## config.mk

```make
export PLATFORM = sky130hd
export DESIGN_NAME = mxh_div
export DESIGN_NICKNAME = d
export VERILOG_FILES = /design/src/sv/mxh_pkg.sv /design/src/sv/mxh_div.sv
export SDC_FILE = /design/constraint.sdc
export NUM_CORES = 1
export LEC_CHECK = 0
export BUFFER_PORTS_ARGS = -buffer_cell sky130_fd_sc_hd__buf_4
export CORE_UTILIZATION = 51
export DETAILED_ROUTE_END_ITERATION = 8
export GPL_TIMING_DRIVEN = 0
export PLACE_DENSITY = 0.75
export SLEW_MARGIN = 5
export SYNTH_ARGS = -nofsm -noshare
export SYNTH_HDL_FRONTEND = slang
export SYNTH_SLANG_ARGS = --single-unit
```

## constraint.sdc

```tcl
create_clock -name clock -period 3.3 [get_ports clock]
set_clock_uncertainty 0.2 [all_clocks]
set_input_delay 0.165 -clock clock [delete_from_list [all_inputs] [get_ports clock]]
set_output_delay 0.165 -clock clock [all_outputs]
set_load 0.05 [all_outputs]
```

## src/sv/mxh_pkg.sv

```systemverilog
// ---------------------------------------------------------------------------
// mxh_pkg: shared constants and helpers for the MP3 Xing header parser
// Tag words, table size, divider widths and the sample rate lookup.
// ---------------------------------------------------------------------------
package mxh_pkg;

   localparam logic [31:0] TAG_XING = 32'h5869_6E67;
   localparam logic [31:0] TAG_INFO = 32'h496E_666F;
   localparam int TOC_LEN = 100;
   localparam int DIV_NUM_W = 64;
   localparam int DIV_DEN_W = 32;
   localparam int DIV_CNT_W = $clog2(DIV_NUM_W);

   // sample rate in Hz from version bits and rate index
   function automatic logic [31:0] rate_hz(input logic [1:0] ver, input logic [1:0] ridx);
      logic [31:0] hz;
      begin
         hz = 32'd44100;
         if (ver == 2'd3) begin
            case (ridx)
               2'd0:    hz = 32'd44100;
               2'd1:    hz = 32'd48000;
               default: hz = 32'd32000;
            endcase
         end else if (ver == 2'd2) begin
            case (ridx)
               2'd0:    hz = 32'd22050;
               2'd1:    hz = 32'd24000;
               default: hz = 32'd16000;
            endcase
         end else begin
            case (ridx)
               2'd0:    hz = 32'd11025;
               2'd1:    hz = 32'd12000;
               default: hz = 32'd8000;
            endcase
         end
         return hz;
      end
   endfunction

endpackage

```

## src/sv/mxh_div.sv

```systemverilog
// ---------------------------------------------------------------------------
// mxh_div: restoring divider, one quotient bit per cycle
// 64-bit dividend over 32-bit divisor; done pulses when the last quotient bit is in.
// ---------------------------------------------------------------------------
module mxh_div (
   input  logic        clock,
   input  logic        reset,
   input  logic        start,
   input  logic [63:0] num,
   input  logic [31:0] den,
   output logic        done,
   output logic [63:0] quo
);
   import mxh_pkg::*;

   logic [DIV_NUM_W-1:0] num_ff, num_in;
   logic [DIV_DEN_W:0]   rem_ff, rem_in;
   logic [DIV_DEN_W-1:0] den_ff;
   logic [DIV_CNT_W-1:0] cnt_ff, cnt_in;
   logic                 busy_ff, busy_in;
   logic                 done_ff, done_in;
   logic [DIV_DEN_W:0]   shifted;
   logic                 fits;

   // one restoring step
   always_comb begin
      shifted = {rem_ff[DIV_DEN_W-1:0], num_ff[DIV_NUM_W-1]};
      fits    = (shifted >= {1'b0, den_ff});
      num_in  = num_ff;
      rem_in  = rem_ff;
      cnt_in  = cnt_ff;
      busy_in = busy_ff;
      done_in = 1'b0;
      if (start) begin
         num_in  = num;
         rem_in  = '0;
         cnt_in  = '0;
         busy_in = 1'b1;
      end else if (busy_ff) begin
         rem_in = fits ? (shifted - {1'b0, den_ff}) : shifted;
         num_in = {num_ff[DIV_NUM_W-2:0], fits};
         cnt_in = cnt_ff + 1'b1;
         if (cnt_ff == DIV_CNT_W'(DIV_NUM_W - 1)) begin
            busy_in = 1'b0;
            done_in = 1'b1;
         end
      end
   end

   always_ff @(posedge clock) begin
      if (reset) begin
         busy_ff <= 1'b0;
         done_ff <= 1'b0;
         cnt_ff  <= '0;
      end else begin
         busy_ff <= busy_in;
         done_ff <= done_in;
         cnt_ff  <= cnt_in;
      end
   end

   always_ff @(posedge clock) begin
      num_ff <= num_in;
      rem_ff <= rem_in;
      if (start) den_ff <= den;
   end

   assign done = done_ff;
   assign quo  = num_ff;

endmodule

```

==> out/qor.yml, run 1 <==
outcome: "finished, final reports clean"
grt_pass1_vias: 6663
end_kind: "register"
grt_max_degree: 40
ant_nets: 0
die_w_um: 121.1
grt.overflow.total: 0
whs_path_depth: 1
hold_ws_ns: 0.04293
cp-start-kind: "register"
cp.arrival_ns: 3.40
port_buffers: 163
clk_path_buf_depth: 2
wl_per_cell_um: 19.04
clock_sinks: 136
clock_latency_ns: 0.43
fmax_ghz: 0.3061
firstDrtPassIters: 6
cts_tree: "yes"
placementRows: 43
core_area_mm2: 0.01388
synthFlopType: "edfxtp_1"
drt_iter0_drc: 458
synth_top_area_share_pct: 39.84
route.detailed.drc: 0
dieArea_mm2: 0.01467
synth_area_leader_cell: "edfxtp_1"
drv_slew: 0
ys_warn_count: 0
numCtsBuffers: 17
vias: 6308
drive_above_1_share_pct: 31.26
max_slew.worst_pin.slew_ns: 0.7746
finalCriticalPeriod_ns: 3.267
die_h_um: 121.1
worstSetupPathType: "register to register"
critical_path_required_ns: 3.43
synth-edff-count: 96
hold_violations: 0
synth_cell_types: 60
gp_congestion: 0.9057
synth_cells: 639
p_per_area_mw_per_mm2: 525.2
seq_area_frac_synth_pct: 50.91
insertedDiodeCount: 0
setup_ws_ns: 0.03266
nets: 1054
setup_viol: 0
synthTopCellsByArea: "edfxtp_1 40%, dfxtp_1 11%, mux2_2 10%, ha_1 5.7%, mux2i_1 3.0%"
maxCapViolations: 0
synth_nets: 772
num_io_pins: 164
p_leak_uw: 0.004394
clk_pin_slew_ns: 0.07
reg2regPathDepth: 11
grt_pass1_wl_mm: 33.36
synth-async-reset-ratio_pct: 0
hpwl_mm: 12.82
hold_path.class: "primary input to register"
area_growth_pct: 43.14
root_buffer: "clkbuf_16"
antenna_found_initial: 0
cp_max_fo: 5
ir_drop_uv: 371.9
min_period_over_period_pct: 99.01
relSlewSlack_pct: 47.68
syn_area_per_cell_um2: 11.32
avgViaCountPerCell: 5.662
cts_max_level: 4
ys_seq_elements: 136
start_util_pct: 52.13
final_cell_mix: "165 x buf_4, 97 x dlygate4sd3_1, 96 x edfxtp_1, 65 x mux2_2, 47 x nor2_1"
grt_use_total_pct: 29.91
place_ws_ns: -0.1854
synth_area_mm2: 0.007236
layout_commonest_cell: "buf_4"
wirelength_mm: 21.22
[power by group]
group / total, uW / internal (uW) / switching [uW]
registers: 2090 / 2000 / 92.6
clock network: 2000 / 1230 / 771
logic: 1350 / 547 / 799
total: 5440 / 3780 / 1660
[final cells by class]
type                       instances  area (um2)
timing repair buffer             263        2230
buffer                            29       145.1
clock inverter                    11       132.6
clock buffer                      21       491.7
tap                              180       225.2
multi-input combinational        430        3284
inverter                          44       165.2
sequential                       136        3684
fill                             888        3523
[cell families after synthesis]
kind of cell	Yosys count	synth area share, %
AO/OA/AOI/OAI	137	12.73
XOR/XNOR	27	3.268
adder cells (fa/ha/maj)	34	5.983
buffers and inverters	73	4.288
flip-flops	136	50.91
multiplexers	88	13.31
AND/OR/NAND/NOR	144	9.510
[sequential cells by signal, indices dropped and copies added, names as in the netlist]
register,cells
quo,64
den_ff,32
rem_ff,32
cnt_ff,6
busy_ff,1
done,1
[critical path, stage by stage, from the launching register on]
cell,delay [ns]
edfxtp_1,0.42
inv_1,0.08
ha_1,0.21
fa_2,0.24
nor2b_1,0.06
o31a_1,0.33
a21oi_2,0.32
o21ai_0,0.23
a2111oi_0,0.56
a41oi_1,0.09
a21o_1,0.19
a311oi_1,0.23
[metrics by stage]
stage | setup TNS, ns | area (um2) | power, uW | cells | util, %
6_report | 0 | 10360 | 5440 | 1114 | 74.62
5_1_grt | -0.1368 | 10360 | 5609 | 1114 | 74.62
3_3_place_gp | -41.60 | 8685 | 3266 | 982 | 62.57
4_1_cts | 0 | 10330 | 5401 | 1113 | 74.40
2_1_floorplan | 0 | 7236 | 2927 | 639 | -
3_5_place_dp | -0.2796 | 8705 | 3310 | 983 | 62.71
[per-layer routing]
| metal | share of wire [%] | global-route usage, % |
|---|---|---|
| met1 | 39 | 34.14 |
| met2 | 50 | 52.75 |
| met3 | 7.5 | 6.908 |
| met4 | 3.0 | 13.97 |
| met5 | 0 | 0 |
[final timing paths]
| kind | endpoint | startpoint | slack [ns] |
|---|---|---|---|
| min | den_ff[8]$_DFFE_PP_ | start | 0.04 |
| min reg2reg | rem_ff[20]$_SDFFE_PP0P_ | rem_ff[20]$_SDFFE_PP0P_ | 0.29 |
| max reg2reg | rem_ff[12]$_SDFFE_PP0P_ | quo[63]$_DFFE_PP_ | 0.03 |
| max | rem_ff[12]$_SDFFE_PP0P_ | quo[63]$_DFFE_PP_ | 0.03 |
[cell usage after synthesis (10+ instances only)]
library cell,instances
inv_1,44
xor2_1,12
clkbuf_1,17
nor2_1,47
nand3_1,10
edfxtp_1,96
mux2i_1,22
o21ai_0,21
mux2_2,65
a211oi_1,19
nand2_1,45
dfxtp_1,40
xnor2_1,15
ha_1,33
a21oi_1,38
[repair_timing]
action | CTS | global route
endpoints found under the hold margin | 97 | 0
hold buffers | 97 | 0
buffers inserted | 1 | 1
gates resized for setup | 4 | 5
pin swaps | 1 | 3
endpoints found under the setup margin | 2 | 32
(Power assumes the default switching activity.)
==> run 2, diff against run 1 <==
- clock period: 3.3 -> 4.2 ns (I/O delays scaled with it)
==> out/qor.yml, run 2 (same netlist as run 1, synthesis figures left out) <==
hold_path.class: "primary input to register"
place_area_mm2: 0.008705  # unchanged
route.detailed.drc: 0  # unchanged
numCtsBuffers: 17  # unchanged
reg2regPathDepth: 11  # unchanged
crit_chain: "inv_1, ha_1, fa_1, nor2b_1, o31a_1, a21oi_1, o31ai_1, a21oi_1, o41ai_1, mux2i_1, nand2_1"
critPathTopFamily: "compound AO/OA/AOI/OAI gates"
fin_area_mm2: 0.01030  # -0.56%
relSlewSlack_pct: 49.85  # +2.2 points
gp_congestion: 0.9057  # unchanged
min_period_over_period_pct: 85.58  # -13 points
timing.setup.tns_ns: 0  # unchanged
cp-start-kind: "register"
final_cell_mix: "163 x buf_4, 97 x dlygate4sd3_1, 96 x edfxtp_1, 65 x mux2_2, 47 x nor2_1"
clock_latency_ns: 0.43  # about the same
worstSetupPathType: "register to register"
cp_max_fo: 5  # unchanged
cp.arrival_ns: 3.71  # +0.31 ns
clock_sinks: 136  # unchanged
ir_drop_uv: 292.6  # -21%
end_kind: "register"
antenna_found_initial: 0  # unchanged
drt_iter0_drc: 464  # +1.3%
hpwl_mm: 12.82  # unchanged
grt_pass1_vias: 6668  # +0.075%
r2r_slack_ns: 0.61  # +0.57 ns
dieArea_mm2: 0.01467  # unchanged
largest_reg_flops: 64  # unchanged
max_slew.worst_pin.slew_ns: 0.7426  # -0.03205 ns
placementRows: 43  # unchanged
cts-resized-gates: 0  # -4
die_h_um: 121.1  # unchanged
grt_use_total_pct: 29.79  # -0.12 points
ant_nets: 0  # unchanged
critical_path_required_ns: 4.31  # +0.88 ns
drv_slew: 0  # unchanged
whs_path_depth: 1  # unchanged
setup_viol: 0  # unchanged
finalCriticalPeriod_ns: 3.594  # +0.3269 ns
area_growth_pct: 42.35
core_area_mm2: 0.01388  # unchanged
wl_per_cell_um: 18.95  # -0.50%
critPathMaxStageDelay_ns: 0.55  # about the same
avgViaCountPerCell: 5.673  # +0.18%
wirelength_mm: 21.07  # -0.68%
outcome: "finished, final reports clean"
grt_setup_unrepaired: "no"
die_w_um: 121.1  # unchanged
drive_above_1_share_pct: 30.26  # -1.0 points
r2r-end: "rem_ff[30]$_SDFFE_PP0P_"
clk_path_buf_depth: 2  # unchanged
cpMostUsedCell: "a21oi_1"
cts_tree: "yes"
hold_violations: 0  # unchanged
holdCritStartpoint: "start"
grt.overflow.total: 0  # unchanged
p_total_uw: 4260  # -22%
cts_max_level: 4  # unchanged
port_buffers: 163  # unchanged
p_per_area_mw_per_mm2: 413.6  # -21%
fmax_ghz: 0.2782  # -9.1%
path_buf_inv: 1  # unchanged
maxCapViolations: 0  # unchanged
vias: 6308  # unchanged
nets: 1052  # -0.19%
firstDrtPassIters: 5  # -1
root_buffer: "clkbuf_16"
layout_commonest_cell: "buf_4"
holdPathEnd: "den_ff[8]$_DFFE_PP_"
critPathSlowestCell: "o41ai_1"
clk_pin_slew_ns: 0.07  # about the same
r2r-start: "quo[63]$_DFFE_PP_"
grt_pass1_wl_mm: 33.22  # -0.43%
num_io_pins: 164  # unchanged
p_leak_uw: 0.004381  # -0.30%
start_util_pct: 52.13  # unchanged
grt_max_degree: 40  # unchanged
insertedDiodeCount: 0  # unchanged
-- run 2: cell count changes in the layout (fill, tap and decap cells not counted) --
| cell | delta |
|---|---|
| ha_2 | -1 |
| o41ai_1 | +1 |
| a211oi_1 | +1 |
| a21oi_2 | -2 |
| ha_1 | +1 |
| a21oi_1 | +2 |
| buf_4 | -2 |
| o31ai_1 | +2 |
| fa_1 | +1 |
| o31ai_2 | -2 |
| a211oi_4 | -1 |
| fa_2 | -1 |
| o41ai_2 | -1 |
-- run 2: where the power goes --
part | leakage (uW) | switching, uW | internal [uW] | total (uW)
Sequential | 0.00128 | 72.6 | 1570 | 1640
Clock | 0.000302 | 604 | 966 | 1570
Combinational | 0.00279 | 621 | 424 | 1050
Total | 0.00438 | 1300 | 2960 | 4260
-- run 2: worst max-delay path by stage --
stage / startpoint / to / cells past startpoint
2_1_floorplan: quo[63]$_DFFE_PP_ / rem_ff[26]$_SDFFE_PP0P_ / 11
3_3_place_gp: start / quo[11]$_DFFE_PP_ / 5
3_5_place_dp: quo[63]$_DFFE_PP_ / rem_ff[30]$_SDFFE_PP0P_ / 11
4_1_cts: quo[63]$_DFFE_PP_ / rem_ff[30]$_SDFFE_PP0P_ / 11
5_1_grt: quo[63]$_DFFE_PP_ / rem_ff[30]$_SDFFE_PP0P_ / 11
6_report: quo[63]$_DFFE_PP_ / rem_ff[30]$_SDFFE_PP0P_ / 11
-- run 2: worst reg2reg max path, stage by stage (launching register included) --
cell and delay (ns):
edfxtp_1 0.38, inv_1 0.05, ha_1 0.23, fa_1 0.43, nor2b_1 0.17, o31a_1 0.21
a21oi_1 0.19, o31ai_1 0.48, a21oi_1 0.26, o41ai_1 0.55, mux2i_1 0.26, nand2_1 0.06
-- run 2: layout make-up --
class	count	area, um2
timing repair buffer	261	2215
multi-input combinational	430	3242
inverter	44	165.2
sequential	136	3684
buffer	29	145.1
fill	892	3581
tap	180	225.2
clock inverter	11	132.6
clock buffer	21	491.7
-- run 2: what timing repair did --
item,CTS,global route
buffers inserted,0,0
hold buffers,97,0
endpoints found under the hold margin,97,0
endpoints found under the setup margin,0,0
-- run 2: metrics by stage --
stage | hold slack (ns) | setup slack, ns | std cells | util, %
2_1_floorplan | 0.08238 | 1.004 | 639 | -
6_report | 0.09522 | 0.6058 | 1112 | 74.20
5_1_grt | 0.1151 | 0.4828 | 1112 | 74.20
3_5_place_dp | 0.1889 | 0.7146 | 983 | 62.71
4_1_cts | 0.08414 | 0.6919 | 1112 | 74.20
3_3_place_gp | 0.1752 | 0.1991 | 982 | 62.57
-- run 2: per-layer routing --
layer / routed length [um] / GRT usage, %
met2: 10620 / 52.68
met3: 1556 / 6.861
met1: 8276 / 33.89
met5: 0 / 0
met4: 614 / 13.89
==> run 3, diff against run 2 <==
- ABC_AREA: default -> 0
- CORE_MARGIN: default -> 2
- PLACE_DENSITY: 0.75 -> 0.76
==> out/qor.yml, run 3 (same netlist as run 1, synthesis figures left out) <==
cts_hold_buffers: 97  # unchanged
vias: 6298  # -0.16%
setup_viol: 0  # unchanged
hpwl_mm: 12.96  # +1.1%
cp_max_fo: 5  # unchanged
maxCapViolations: 0  # unchanged
cp-start-kind: "register"
fin_area_mm2: 0.01025  # -0.44%
drt_iter0_drc: 505  # +8.8%
antenna_found_initial: 1  # +1
crit_chain: "inv_1, ha_1, fa_1, nor2b_1, o31a_1, a21oi_1, o31ai_1, a21oi_1, o41ai_1, mux2i_1, nand2_1"
area_growth_pct: 41.73
nets: 1052  # unchanged
layout_commonest_cell: "buf_4"
hold_path.class: "primary input to register"
place_ws_ns: 0.8105  # +0.09599 ns
fmax_ghz: 0.2951  # +6.1%
route.detailed.drc: 0  # unchanged
die_w_um: 123.1  # +1.7%
worstSetupPathType: "register to register"
core_area_mm2: 0.01388  # unchanged
hold_violations: 0  # unchanged
avgViaCountPerCell: 5.659  # -0.25%
outcome: "finished, final reports clean"
grt.overflow.total: 0  # unchanged
cts_max_level: 4  # unchanged
cp.arrival_ns: 3.50  # -0.21 ns
gp_congestion: 0.8920  # -1.5%
numCtsBuffers: 17  # unchanged
grt_setup_unrepaired: "no"
clk_pin_slew_ns: 0.06  # about the same
cts_tree: "yes"
cpMostUsedCell: "a21oi_1"
drive_above_1_share_pct: 30.15  # -0.11 points
clock_latency_ns: 0.42  # about the same
start_util_pct: 52.13  # unchanged
p_per_area_mw_per_mm2: 407.4  # -1.5%
grt_use_total_pct: 28.31  # -1.5 points
critical_path_required_ns: 4.32  # about the same
port_buffers: 163  # unchanged
timing.setup.tns_ns: 0  # unchanged
finalCriticalPeriod_ns: 3.389  # -0.2056 ns
clk_path_buf_depth: 2  # unchanged
grt_pass1_wl_mm: 32.78  # -1.3%
p_total_uw: 4177  # -1.9%
wirelength_mm: 21.21  # +0.65%
num_io_pins: 164  # unchanged
critPathSlowestCell: "o41ai_1"
utilization_pct: 73.88  # -0.32 points
min_period_over_period_pct: 80.68  # -4.9 points
p_leak_uw: 0.004360  # -0.48%
relSlewSlack_pct: 49.06  # -0.78 points
critPathTopFamily: "compound AO/OA/AOI/OAI gates"
dieArea_mm2: 0.01516  # +3.3%
root_buffer: "clkbuf_16"
largest_reg_flops: 64  # unchanged
ant_nets: 0  # unchanged
die_h_um: 123.1  # +1.7%
firstDrtPassIters: 5  # unchanged
grt_pass1_vias: 6456  # -3.2%
end_kind: "register"
drv_slew: 0  # unchanged
path_buf_inv: 1  # unchanged
ir_drop_uv: 309.1  # +5.6%
grt_max_degree: 40  # unchanged
place_area_mm2: 0.008705  # unchanged
max_slew.worst_pin.slew_ns: 0.7542  # +0.01159 ns
setup_ws_ns: 0.8114  # +0.2056 ns
post_cts_buffers: 0  # unchanged
placementRows: 43  # unchanged
clock_sinks: 136  # unchanged
wl_per_cell_um: 19.06  # +0.56%
cts-resized-gates: 0  # unchanged
final_cell_mix: "163 x buf_4, 97 x dlygate4sd3_1, 96 x edfxtp_1, 65 x mux2_2, 47 x nor2_1"
critPathMaxStageDelay_ns: 0.51  # -0.04 ns
-- run 3: changes by cell type in the layout (fill, tap and decap cells not counted) --
cell,change
clkbuf_16,-1
clkbuf_1,+1
clkinv_2,+3
clkbuf_8,-3
diode_2,+1
-- run 3: power by group --
part / internal (uW) / total [uW] / switching (uW)
registers: 1570 / 1640 / 70.4
logic: 423 / 1040 / 619
clock network: 878 / 1490 / 614
-- run 3: layout make-up --
cell class | count | area [um2]
buffer | 29 | 145.1
tap | 180 | 225.2
clock inverter | 14 | 147.6
sequential | 136 | 3684
antenna | 1 | 2.502
fill | 880 | 3626
timing repair buffer | 261 | 2215
multi-input combinational | 430 | 3242
inverter | 44 | 165.2
clock buffer | 18 | 429.2
-- run 3: metal layers --
layer  global-route usage [%]  up-vias  wire length [um]
met5                        0        -                 0
met4                    9.588        0               415
met3                    8.072       40              1543
met2                    49.76      304             10740
met1                    33.16     3018              8511
li1                         -     2936                 -
-- run 3: worst paths after layout --
path                                start                       to  slack, ns  cells after the start
hold reg to reg   rem_ff[22]$_SDFFE_PP0P_  rem_ff[22]$_SDFFE_PP0P_       0.29                      2
setup reg to reg        quo[63]$_DFFE_PP_  rem_ff[30]$_SDFFE_PP0P_       0.81                     11
hold / removal                      start     den_ff[15]$_DFFE_PP_       0.09                      1
setup / recovery        quo[63]$_DFFE_PP_  rem_ff[30]$_SDFFE_PP0P_       0.81                     11
-- run 3: metrics by stage --
step	hold WS (ns)	cells
after detailed placement	0.1835	983
after global placement	0.1749	982
after global routing	0.1091	1113
after floorplan	0.08238	639
final	0.09299	1113
after CTS	0.09781	1112
